`src/rtl/vision_circle_grid_stamper_defines.svh`:
```
// assertion macros used by the stamper datapath
`ifndef VISION_CIRCLE_GRID_STAMPER_DEFINES_SVH
`define VISION_CIRCLE_GRID_STAMPER_DEFINES_SVH

// same-cycle implication, disabled while reset is asserted
`define VCGS_ASSERT_IMPL(name, clk, rstn, pre, post) \
    name: assert property (@(posedge clk) disable iff (!(rstn)) (pre) |-> (post)) \
        else $error("vcgs assertion failed");

// next-cycle implication, disabled while reset is asserted
`define VCGS_ASSERT_NEXT(name, clk, rstn, pre, post) \
    name: assert property (@(posedge clk) disable iff (!(rstn)) (pre) |=> (post)) \
        else $error("vcgs assertion failed");

`endif

```
`src/rtl/vcgs_pkg.sv`:
```
`timescale 1ns / 1ps

package vcgs_pkg;

    // grid geometry, side is a power of two
    localparam int GRID_SIDE  = 128;
    localparam int COORD_W    = $clog2(GRID_SIDE);
    localparam int CRD_W      = COORD_W + 1;
    localparam int CELL_COUNT = GRID_SIDE * GRID_SIDE;

    // field widths
    localparam int IDX_W      = 14;
    localparam int IDX_LIM_W  = IDX_W + 1;
    localparam int VAL_W      = 24;
    localparam int CNT_W      = 16;
    localparam int CELL_W     = 8;
    localparam int CFG_IDX_W  = 1;

    // fixed point datapath widths (grid values in Q.24)
    localparam int MUL_W      = VAL_W + 1;
    localparam int G_W        = 2 * MUL_W;
    localparam int E_W        = G_W + 1;
    localparam int FRAC_SHIFT = 24;
    localparam int Q_W        = E_W - FRAC_SHIFT;
    localparam int HALF_W     = 25;
    localparam int MAG_W      = 2 * HALF_W;
    localparam int SQ_W       = 2 * MAG_W;
    localparam int SQX_W      = SQ_W + 2;
    localparam int SLK_W      = SQ_W + 1;

    // one cell step in Q.24 and the matching square increment
    localparam logic signed [E_W-1:0]   E_STEP  = E_W'(64'sd16777216);
    localparam logic signed [SQX_W-1:0] SQ_STEP = SQX_W'(64'sd281474976710656);

    localparam logic [CNT_W-1:0]  COUNT_MAX = '1;
    localparam logic [CELL_W-1:0] CELL_ON   = 8'hFF;
    localparam logic [CELL_W-1:0] CELL_OFF  = 8'h00;
    localparam logic [VAL_W-1:0]  INV_RESET = 24'd65536;

    // configuration register indexes
    localparam logic [CFG_IDX_W-1:0] CFG_ORIGIN = 1'b0;
    localparam logic [CFG_IDX_W-1:0] CFG_INV    = 1'b1;

    typedef enum logic [1:0] {
        REQ_CLEAR = 2'd0,
        REQ_STAMP = 2'd1,
        REQ_READ  = 2'd2,
        REQ_NOP   = 2'd3
    } t_req;

    typedef struct packed {
        logic [1:0]              req_type;
        logic signed [VAL_W-1:0] pos_x;
        logic signed [VAL_W-1:0] pos_z;
        logic signed [VAL_W-1:0] sight_radius;
        logic [7:0]              team_id;
        logic [IDX_W-1:0]        cell_index;
    } t_in;

    typedef struct packed {
        logic [CELL_W-1:0] cell_value;
        logic [CNT_W-1:0]  source_count;
    } t_out;

    typedef enum logic [1:0] {
        G_X,
        G_Z,
        G_R
    } t_gsel;

    typedef enum logic [1:0] {
        SQ_R,
        SQ_X,
        SQ_Z
    } t_sqsel;

    typedef enum logic [4:0] {
        ST_INIT,
        ST_IDLE,
        ST_CLEAR,
        ST_GMUL_X,
        ST_GMUL_Z,
        ST_GMUL_R,
        ST_RANGE,
        ST_CHECK,
        ST_SQ_R,
        ST_SQ_X,
        ST_SQ_Z,
        ST_ROW_RD,
        ST_ROW_WAIT,
        ST_CELL,
        ST_ROW_WR,
        ST_READ,
        ST_READ_WAIT,
        ST_DONE
    } t_state;

    typedef struct packed {
        logic   load;
        logic   g_en;
        t_gsel  g_sel;
        logic   range_en;
        logic   prep_en;
        logic   sq_start;
        t_sqsel sq_sel;
        logic   clr_wr;
        logic   row_rd;
        logic   row_load;
        logic   cell_en;
        logic   row_wr;
        logic   z_next;
        logic   rd_issue;
        logic   rd_load;
        logic   out_load;
    } t_dp_cmd;

    typedef struct packed {
        logic [1:0] req;
        logic       stamp_ok;
        logic       empty;
        logic       sq_done;
        logic       x_last;
        logic       z_last;
        logic       sweep_last;
        logic       out_free;
    } t_dp_status;

endpackage

```
`src/rtl/vcgs_ctrl.sv`:
```
`timescale 1ns / 1ps

module vcgs_ctrl (
    input  logic                  i_clk,
    input  logic                  i_rst_n,
    input  logic                  i_in_valid,
    output logic                  o_in_stall,
    input  vcgs_pkg::t_dp_status  i_status,
    output vcgs_pkg::t_dp_cmd     o_cmd
);

    vcgs_pkg::t_state r_state;
    vcgs_pkg::t_state n_state;
    logic             accept;

    always_ff @(posedge i_clk) begin
        if (!i_rst_n) begin
            r_state <= vcgs_pkg::ST_INIT;
        end else begin
            r_state <= n_state;
        end
    end

    always_comb begin
        o_cmd        = '0;
        o_cmd.g_sel  = vcgs_pkg::G_X;
        o_cmd.sq_sel = vcgs_pkg::SQ_R;
        n_state      = r_state;
        o_in_stall   = (r_state != vcgs_pkg::ST_IDLE);
        accept       = i_in_valid && (r_state == vcgs_pkg::ST_IDLE);

        unique case (r_state)
            vcgs_pkg::ST_INIT: begin
                o_cmd.clr_wr = 1'b1;
                if (i_status.sweep_last) begin
                    n_state = vcgs_pkg::ST_IDLE;
                end
            end
            vcgs_pkg::ST_IDLE: begin
                if (accept) begin
                    o_cmd.load = 1'b1;
                    priority if (i_status.req == vcgs_pkg::REQ_CLEAR) begin
                        n_state = vcgs_pkg::ST_CLEAR;
                    end else if (i_status.req == vcgs_pkg::REQ_STAMP && i_status.stamp_ok) begin
                        n_state = vcgs_pkg::ST_GMUL_X;
                    end else if (i_status.req == vcgs_pkg::REQ_READ) begin
                        n_state = vcgs_pkg::ST_READ;
                    end else begin
                        n_state = vcgs_pkg::ST_DONE;
                    end
                end
            end
            vcgs_pkg::ST_CLEAR: begin
                o_cmd.clr_wr = 1'b1;
                if (i_status.sweep_last) begin
                    n_state = vcgs_pkg::ST_DONE;
                end
            end
            vcgs_pkg::ST_GMUL_X: begin
                o_cmd.g_en  = 1'b1;
                o_cmd.g_sel = vcgs_pkg::G_X;
                n_state     = vcgs_pkg::ST_GMUL_Z;
            end
            vcgs_pkg::ST_GMUL_Z: begin
                o_cmd.g_en  = 1'b1;
                o_cmd.g_sel = vcgs_pkg::G_Z;
                n_state     = vcgs_pkg::ST_GMUL_R;
            end
            vcgs_pkg::ST_GMUL_R: begin
                o_cmd.g_en  = 1'b1;
                o_cmd.g_sel = vcgs_pkg::G_R;
                n_state     = vcgs_pkg::ST_RANGE;
            end
            vcgs_pkg::ST_RANGE: begin
                o_cmd.range_en = 1'b1;
                n_state        = vcgs_pkg::ST_CHECK;
            end
            vcgs_pkg::ST_CHECK: begin
                o_cmd.prep_en = 1'b1;
                if (i_status.empty) begin
                    n_state = vcgs_pkg::ST_DONE;
                end else begin
                    o_cmd.sq_start = 1'b1;
                    o_cmd.sq_sel   = vcgs_pkg::SQ_R;
                    n_state        = vcgs_pkg::ST_SQ_R;
                end
            end
            vcgs_pkg::ST_SQ_R: begin
                if (i_status.sq_done) begin
                    o_cmd.sq_start = 1'b1;
                    o_cmd.sq_sel   = vcgs_pkg::SQ_X;
                    n_state        = vcgs_pkg::ST_SQ_X;
                end
            end
            vcgs_pkg::ST_SQ_X: begin
                if (i_status.sq_done) begin
                    o_cmd.sq_start = 1'b1;
                    o_cmd.sq_sel   = vcgs_pkg::SQ_Z;
                    n_state        = vcgs_pkg::ST_SQ_Z;
                end
            end
            vcgs_pkg::ST_SQ_Z: begin
                if (i_status.sq_done) begin
                    n_state = vcgs_pkg::ST_ROW_RD;
                end
            end
            vcgs_pkg::ST_ROW_RD: begin
                o_cmd.row_rd = 1'b1;
                n_state      = vcgs_pkg::ST_ROW_WAIT;
            end
            vcgs_pkg::ST_ROW_WAIT: begin
                o_cmd.row_load = 1'b1;
                n_state        = vcgs_pkg::ST_CELL;
            end
            vcgs_pkg::ST_CELL: begin
                o_cmd.cell_en = 1'b1;
                if (i_status.x_last) begin
                    n_state = vcgs_pkg::ST_ROW_WR;
                end
            end
            vcgs_pkg::ST_ROW_WR: begin
                o_cmd.row_wr = 1'b1;
                if (i_status.z_last) begin
                    n_state = vcgs_pkg::ST_DONE;
                end else begin
                    o_cmd.z_next = 1'b1;
                    n_state      = vcgs_pkg::ST_ROW_RD;
                end
            end
            vcgs_pkg::ST_READ: begin
                o_cmd.rd_issue = 1'b1;
                n_state        = vcgs_pkg::ST_READ_WAIT;
            end
            vcgs_pkg::ST_READ_WAIT: begin
                o_cmd.rd_load = 1'b1;
                n_state       = vcgs_pkg::ST_DONE;
            end
            vcgs_pkg::ST_DONE: begin
                if (i_status.out_free) begin
                    o_cmd.out_load = 1'b1;
                    n_state        = vcgs_pkg::ST_IDLE;
                end
            end
            default: begin
                n_state = vcgs_pkg::ST_IDLE;
            end
        endcase
    end

endmodule

```
`config.mk`:
```
export PLATFORM = sky130hd
export DESIGN_NAME = vcgs_ctrl
export DESIGN_NICKNAME = d
export VERILOG_FILES = /design/src/rtl/vision_circle_grid_stamper_defines.svh /design/src/rtl/vcgs_pkg.sv /design/src/rtl/vcgs_ctrl.sv
export SDC_FILE = /design/constraint.sdc
export NUM_CORES = 1
export LEC_CHECK = 0
export BUFFER_PORTS_ARGS = -buffer_cell sky130_fd_sc_hd__buf_4
export CORE_MARGIN = 5
export CORE_UTILIZATION = 48
export DETAILED_ROUTE_END_ITERATION = 10
export GPL_ROUTABILITY_DRIVEN = 0
export HOLD_SLACK_MARGIN = 0.06
export PLACE_DENSITY = 0.85
export SLEW_MARGIN = 20
export SYNTH_ARGS = -nofsm -noshare
export SYNTH_HDL_FRONTEND = slang
export SYNTH_SLANG_ARGS = --single-unit
```
`constraint.sdc`:
```
create_clock -name i_clk -period 3.65 [get_ports i_clk]
set_input_delay 0.73 -clock i_clk [delete_from_list [all_inputs] [get_ports i_clk]]
set_output_delay 0.73 -clock i_clk [all_outputs]
set_load 0.03 [all_outputs]
```
# Word level (Yosys, flattened, before mapping)

Cells that the tools add are included.

Register bits: 5
Latch bits: 0
Bits in writable memories: 0
Bits in read-only memories: 0
Output and inout bits: 19
Memories: 0

Add/subtract/negate cells: 0
Multiply operators: 0
Div/mod/pow operators: 0
Magnitude comparators: 0
Eq/ne operators: 28
Shift-type cells: 0
Muxes and demuxes: 33
Bitwise logic cells: 0
Reductions and logical operators: 6

Operator list:

| operator                                               | count |
|---|---|
| one-hot mux 5 bit (18 select lines)                    | 1 |
| 2-to-1 mux 5 bit                                       | 13 |
| == test 5 x 4 -> 1 bit (second input constant)         | 8 |
| == test 5 x 3 -> 1 bit (second input constant)         | 4 |
| one-hot mux 3 bit (3 select lines)                     | 2 |
| inequality test 2 bit (second input constant)          | 8 |
| 2-to-1 mux 1 bit                                       | 13 |
| == test 5 x 2 -> 1 bit (second input constant)         | 2 |
| == test 5 bit (second input constant)                  | 2 |
| 2-to-1 mux 3 bit                                       | 3 |
| AND reduction 8 bit                                    | 1 |
| == test 5 x 1 -> 1 bit (second input constant)         | 1 |
| logical NOT 5 bit                                      | 1 |
| inequality test 5 x 1 -> 1 bit (second input constant) | 1 |
| == test 2 x 1 -> 1 bit (second input constant)         | 1 |
| == test 2 bit (second input constant)                  | 1 |
| logical AND 1 bit                                      | 2 |
| logical NOT 2 bit                                      | 1 |
| 2-to-1 mux 2 bit                                       | 1 |
| OR reduction 2 bit                                     | 1 |

# Logic depth before layout (Yosys ltp)

Gate-level depths: netlist (run 1).

Depth after elaboration: 6
Gate-level depth with buffers: 7
Gate-level depth less buffers: 5

# Worst setup path after synthesis (run 1)

No wires, ideal clock.

Path kind: reg2out
Start: register r_state[1]
End: output port o_cmd[3] (netlist bit)
Arrival time: 1.612 ns
Data required time: 2.920 ns
Setup slack: 1.308 ns
Stages on the path, launching flop included: 6
Path buffers: 2
Path through: dfxtp_1 -> buf_4 -> inv_2 -> or3_1 -> buf_2 -> nor3_1

RTL lines:

| element                | RTL line        | text |
|---|---|---|
| start, declared        | vcgs_ctrl.sv:12 | `vcgs_pkg::t_state r_state;` |
| start signal, assigned | vcgs_ctrl.sv:18 | `r_state <= vcgs_pkg::ST_INIT;` |
| start signal, assigned | vcgs_ctrl.sv:20 | `r_state <= n_state;` |
| end, declared          | vcgs_ctrl.sv:9  | `output vcgs_pkg::t_dp_cmd o_cmd` |

==> flow_metrics.py, run 1 <==
metrics = {
    "timing": {
        "setup_violations": 0,
        "tightestPinTransition_ps": 591,
        "rsz0062_at_grt": "no",
        "worst_clock_skew_ps": 3.69,
        "drv_slew": 0,
        "fin_setup_tns_ps": 0,
        "finalCritPeriodShare": 0.775,
        "finalHoldViolations": 0,
        "finalCriticalPeriod_ps": 2830,
        "fmax_mhz": 354,
        "relSlewSlack": 0.605,
    },
    "route": {
        "dr.first_iter.drc_count": 19,
        "wl_per_cell_um": 14.4,
        "first_pass_iters": 6,
        "vias": 845,
        "drc_errors": 0,
        "finalWirelength_um": 2040,
        "ant_nets": 0,
        "routed_via_density": 5.99,
    },
    "layout": {
        "final_cell_mix": "buf_4, nor2_1, nor3_1",
        "utilization": 0.682,
        "largest_register_ffs": 5,
        "largest_registers": "r_state: 5 flops",
        "final_nets": 139,
        "area_growth_pct": 34.8,
        "largest_register": "r_state",
        "drive_gt1_frac": 0.333,
        "diodes": 0,
        "final_common_cell": "buf_4",
    },
    "synth": {
        "syn_area_per_cell_um2": 6.58,
        "ys_async_sr_fraction": 0,
        "ys.flop_type": "dfxtp_1",
        "yosys_warnings": 0,
        "synth.distinct_cells": 38,
        "syn_area_um2": 658,
        "synth_fp_nets": 112,
        "ys_ff_latch": 5,
        "ys_seq_area_frac": 0.152,
        "synth-edff-count": 0,
        "syn_inst": 100,
    },
    "power": {
        "p_seq_frac": 0.234,
        "p_sw_frac": 0.567,
        "power.switching_uw": 401,
        "p_int_uw": 306,
        "power_frac_comb": 0.678,
        "vdd.ir_drop.worst_v": 0.000440,
        "leakage_uw": 0.000363,
        "p_clk_frac": 0.089,
        "p_per_area_nw_per_um2": 797,
    },
    "global_routing": {
        "grt_max_degree": 18,
        "grt_pass1_wl_um": 3210,
        "grt_pass1_vias": 740,
        "overflow": 0,
        "antenna_found_initial": 0,
        "track_usage": 0.195,
    },
    "place": {
        "port_buffers": 30,
        "hpwl_um": 1550,
    },
    "run_status": {
        "status": "finished, final reports clean",
    },
    "critical_path": {
        "r2r-start": "r_state[0]$_SDFFE_PN0P_",
        "critPathLaunchType": "flop",
        "cpLargestDelayFamily": "flip-flops",
        "crit_path_top_delay_cell": "dfxtp_1",
        "cp_num_buf_inv": 2,
        "slowest_delay_ps": 690,
        "cp.arrival_ps": 2100,
        "r2r_cells": 5,
        "r2r-end": "r_state[3]$_SDFFE_PN0P_",
        "worstSetupEndpointType": "output port",
        "critPathMaxFanout": 16,
        "path_class": "flop to output port",
        "crit_chain": "inv_2 -> or3_1 -> nor3_1 -> o21bai_1 -> buf_4",
        "crit_required_ps": 2920,
        "r2r_slack_ps": 1730,
    },
    "clock_tree": {
        "htree_levels": 1,
        "insertion_delay_ps": 240,
        "hold_buffers": 0,
        "clock_sinks": 5,
        "clock-root-buffer": "clkbuf_4",
        "post-cts-setup-buffer-count": 0,
        "cts_tree": "built",
        "numCtsBuffers": 3,
        "ctsResizeCount": 0,
        "clk_pin_slew_ps": 40,
        "cts.path.max_buffers": 2,
    },
    "floorplan": {
        "rows": 13,
        "die_area_um2": 2210,
        "initial_utilization": 0.506,
        "core_um2": 1300,
        "die_x_um": 47.0,
        "pin_count": 31,
        "die_height_um": 47.0,
    },
    "worst_hold_path": {
        "holdPathEnd": "r_state[2]$_SDFFE_PN0P_",
        "hold_path.class": "flop to flop",
        "min_delay_path_depth": 2,
        "hp-start": "r_state[2]$_SDFFE_PN0P_",
    },
    "run": {
        "drv_cap": 0,
    },
}
-- layout make-up --
type	count	area [µm²]
multi-input combinational	82	498
fill	121	414
timing repair buffer	30	225
sequential	5	100
clock buffer	4	26.3
inverter	5	18.8
tap	15	18.8
-- per-layer routing --
| layer | share of wire | routed length, µm | GRT usage |
|---|---|---|---|
| met1 | 0.42 | 863 | 0.251 |
| met3 | 0.088 | 180 | 0.0345 |
| met4 | 0.0088 | 18 | 0.0442 |
| met5 | 0 | 0 | 0 |
| met2 | 0.48 | 974 | 0.339 |
-- cells by family (layout without fill, tap and decap cells) --
group           count (synthesis)  in the layout  synth area share
simple gates                   52             52             0.434
compound gates                 27             27             0.276
buf+inv                        13             39            0.0913
flops                           5              5             0.152
mux                             3              3            0.0475
-- worst min-delay path, cell delays in order (launching register included) --
cell     delay, ps
dfxtp_1        470
inv_2          130
a21oi_1         70
-- cell usage after synthesis (3+ instances only) --
| cell | count | area share |
|---|---|---|
| a21oi_1 | 4 | 0.030 |
| buf_2 | 6 | 0.046 |
| dfxtp_1 | 5 | 0.15 |
| inv_1 | 3 | 0.017 |
| nand2_1 | 9 | 0.051 |
| nand2b_1 | 4 | 0.038 |
| nor2_1 | 13 | 0.074 |
| nor3_1 | 10 | 0.076 |
| o21ai_0 | 7 | 0.053 |
| o21bai_1 | 3 | 0.034 |
-- worst max-delay path by stage --
stage	from	to	slack [ps]	cells after the start
2_1_floorplan	r_state[1]$_SDFFE_PN0P_	o_cmd[3]	1310	5
3_3_place_gp	r_state[1]$_SDFFE_PN0P_	o_cmd[11]	1200	5
3_5_place_dp	r_state[1]$_SDFFE_PN0P_	o_cmd[11]	1100	5
4_1_cts	r_state[1]$_SDFFE_PN0P_	o_cmd[11]	840	5
5_1_grt	r_state[1]$_SDFFE_PN0P_	o_cmd[11]	660	5
6_report	r_state[1]$_SDFFE_PN0P_	o_cmd[11]	820	5
-- power by group through the flow --
stage	logic, µW	clock network, µW	registers, µW
floorplan	417	0	95.0
global placement	472	0	159
detailed placement	472	0	163
CTS	476	65.5	162
global route	518	69.5	174
finish	479	62.9	165
-- through the flow --
step                      cells  power, µW  instance area [µm²]  hold WS (ps)  worst slack (ps)
after floorplan             100        512                  658           481              1310
after global placement      137        631                  861           655              1200
after detailed placement    137        636                  861           680              1100
after CTS                   141        703                  887           687               844
after global routing        141        762                  887           747               655
final                       141        707                  887           710               821
(Power assumes the default switching activity.)
==> run 2: changes to the inputs <==
--- a/config.mk
+++ b/config.mk
@@ -7,11 +7,11 @@
 export LEC_CHECK = 0
 export BUFFER_PORTS_ARGS = -buffer_cell sky130_fd_sc_hd__buf_4
 export CORE_MARGIN = 5
-export CORE_UTILIZATION = 48
+export CORE_UTILIZATION = 41
 export DETAILED_ROUTE_END_ITERATION = 10
 export GPL_ROUTABILITY_DRIVEN = 0
 export HOLD_SLACK_MARGIN = 0.06
-export PLACE_DENSITY = 0.85
+export PLACE_DENSITY = 0.78
 export SLEW_MARGIN = 20
 export SYNTH_ARGS = -nofsm -noshare
 export SYNTH_HDL_FRONTEND = slang
==> constraint.sdc (replaced) <==
create_clock -name i_clk -period 2.3 [get_ports i_clk]
set_input_delay 0.46 -clock i_clk [delete_from_list [all_inputs] [get_ports i_clk]]
set_output_delay 0.46 -clock i_clk [all_outputs]
set_load 0.03 [all_outputs]
==> flow_metrics.py, run 2 (same netlist as run 1, synthesis figures left out) <==
metrics = {
    "floorplan": {
        "die_x_um": 50.1,
        "core_um2": 1510,
        "die_height_um": 50.1,
        "pin_count": 31,
        "die_area_um2": 2510,
        "initial_utilization": 0.437,
        "rows": 14,
    },
    "place": {
        "dpl-instance-area_um2": 900,
        "port_buffers": 30,
        "hpwl_um": 1730,
    },
    "critical_path": {
        "cpLargestDelayFamily": "simple AND/OR/NAND/NOR gates",
        "critPathMaxFanout": 7,
        "crit_path_top_delay_cell": "or3_1",
        "path_class": "flop to output port",
        "r2r-start": "r_state[0]$_SDFFE_PN0P_",
        "r2r_cells": 6,
        "cp_num_buf_inv": 2,
        "critPathLaunchType": "flop",
        "r2r_slack_ps": 530,
        "worstSetupEndpointType": "output port",
        "r2r-end": "r_state[1]$_SDFFE_PN0P_",
        "cp.arrival_ps": 1700,
        "crit_required_ps": 1840,
        "slowest_delay_ps": 440,
        "crit_chain": "inv_2 -> or3_1 -> nor3_1 -> o21bai_1 -> buf_4",
    },
    "layout": {
        "diodes": 0,
        "largest_registers": "r_state: 5 flops",
        "final_common_cell": "buf_4",
        "final_cell_mix": "buf_4, nor2_1, nor3_1",
        "drive_gt1_frac": 0.359,
        "postLayoutCellArea_um2": 926,
        "largest_register_ffs": 5,
        "n_fill_cell": 145,
        "largest_register": "r_state",
        "area_growth_pct": 40.7,
        "final_nets": 144,
    },
    "clock_tree": {
        "insertion_delay_ps": 250,
        "cts.path.max_buffers": 2,
        "htree_levels": 1,
        "ctsResizeCount": 0,
        "clk_pin_slew_ps": 40,
        "hold_buffers": 0,
        "clock_sinks": 5,
        "clock-root-buffer": "clkbuf_4",
        "post-cts-setup-buffer-count": 0,
        "numCtsBuffers": 3,
        "cts_tree": "built",
    },
    "timing": {
        "setup_violations": 0,
        "finalCritPeriodShare": 0.940,
        "drv_slew": 0,
        "finalCriticalPeriod_ps": 2160,
        "worst_clock_skew_ps": 2.56,
        "rsz0062_at_grt": "no",
        "relSlewSlack": 0.733,
        "fmax_mhz": 462,
        "finalHoldViolations": 0,
        "hold_slack_ps": 449,
        "tightestPinTransition_ps": 397,
        "fin_setup_tns_ps": 0,
    },
    "global_routing": {
        "grt_max_degree": 16,
        "track_usage": 0.186,
        "grt_use_met1": 0.244,
        "grt_pass1_wl_um": 3690,
        "grt_use_met3": 0.0843,
        "overflow": 0,
        "grt_pass1_vias": 777,
        "met2_usage": 0.247,
        "top_usage_layer": "met2",
        "antenna_found_initial": 0,
    },
    "route": {
        "first_pass_iters": 4,
        "routed_via_density": 5.97,
        "drc_errors": 0,
        "vias": 878,
        "ant_nets": 0,
        "dr.first_iter.drc_count": 48,
        "wl_per_cell_um": 15.5,
        "finalWirelength_um": 2280,
    },
    "power": {
        "p_clk_frac": 0.090,
        "power_frac_comb": 0.767,
        "vdd.ir_drop.worst_v": 0.000712,
        "p_int_uw": 528,
        "p_sw_frac": 0.558,
        "p_per_area_nw_per_um2": 1290,
        "leakage_uw": 0.000389,
        "p_seq_frac": 0.143,
        "power.switching_uw": 666,
    },
    "worst_hold_path": {
        "hold_path.class": "input pin to flop",
        "hp-start": "i_rst_n",
        "min_delay_path_depth": 3,
        "holdPathEnd": "r_state[4]$_SDFFE_PN0P_",
    },
    "run_status": {
        "status": "finished, final reports clean",
    },
    "run": {
        "drv_cap": 0,
    },
}
-- run 2: final cells by class --
cell class / count / area (µm²) / area share
Clock buffer: 4 / 26.3 / 0.0284
Multi-Input combinational cell: 82 / 498 / 0.538
Timing Repair Buffer: 35 / 263 / 0.284
Inverter: 5 / 18.8 / 0.0203
Sequential cell: 5 / 100 / 0.108
Tap cell: 16 / 20.0 / 0.0216
-- run 2: power by group through the flow --
| stage | clock network, µW | logic (µW) | registers (µW) |
|---|---|---|---|
| finish | 108 | 915 | 171 |
| global route | 118 | 990 | 175 |
| CTS | 109 | 901 | 169 |
| detailed placement | 0 | 897 | 170 |
| global placement | 0 | 890 | 165 |
| floorplan | 0 | 662 | 151 |
-- run 2: tightest hold or removal path, stage by stage --
cell and delay (ps):
buf_4 100, nand2_1 50, o21ai_1 50
-- run 2: routing by layer --
metal	wire length (µm)	part of all wire	vias to the layer above
met5	0	0	-
met4	55	0.024	0
met3	310	0.14	6
met2	1000	0.44	69
met1	908	0.40	379
li1	-	-	424
-- run 2: worst max path at each step --
stage / depth (start not counted) / start / endpoint
6_report: 5 / r_state[1]$_SDFFE_PN0P_ / o_cmd[11]
5_1_grt: 5 / r_state[1]$_SDFFE_PN0P_ / o_cmd[11]
4_1_cts: 5 / r_state[2]$_SDFFE_PN0P_ / o_cmd[11]
3_5_place_dp: 5 / r_state[2]$_SDFFE_PN0P_ / o_cmd[11]
3_3_place_gp: 5 / r_state[2]$_SDFFE_PN0P_ / o_cmd[11]
2_1_floorplan: 5 / r_state[1]$_SDFFE_PN0P_ / o_cmd[3]
-- run 2: through the flow --
stage / util / std cells / power (µW) / setup slack [ps]
final: 0.615 / 147 / 1190 / 138
after global routing: 0.615 / 147 / 1280 / 62.5
after CTS: 0.615 / 147 / 1180 / 153
after detailed placement: 0.597 / 143 / 1070 / 440
after global placement: 0.597 / 143 / 1060 / 506
after floorplan: - / 100 / 813 / 228
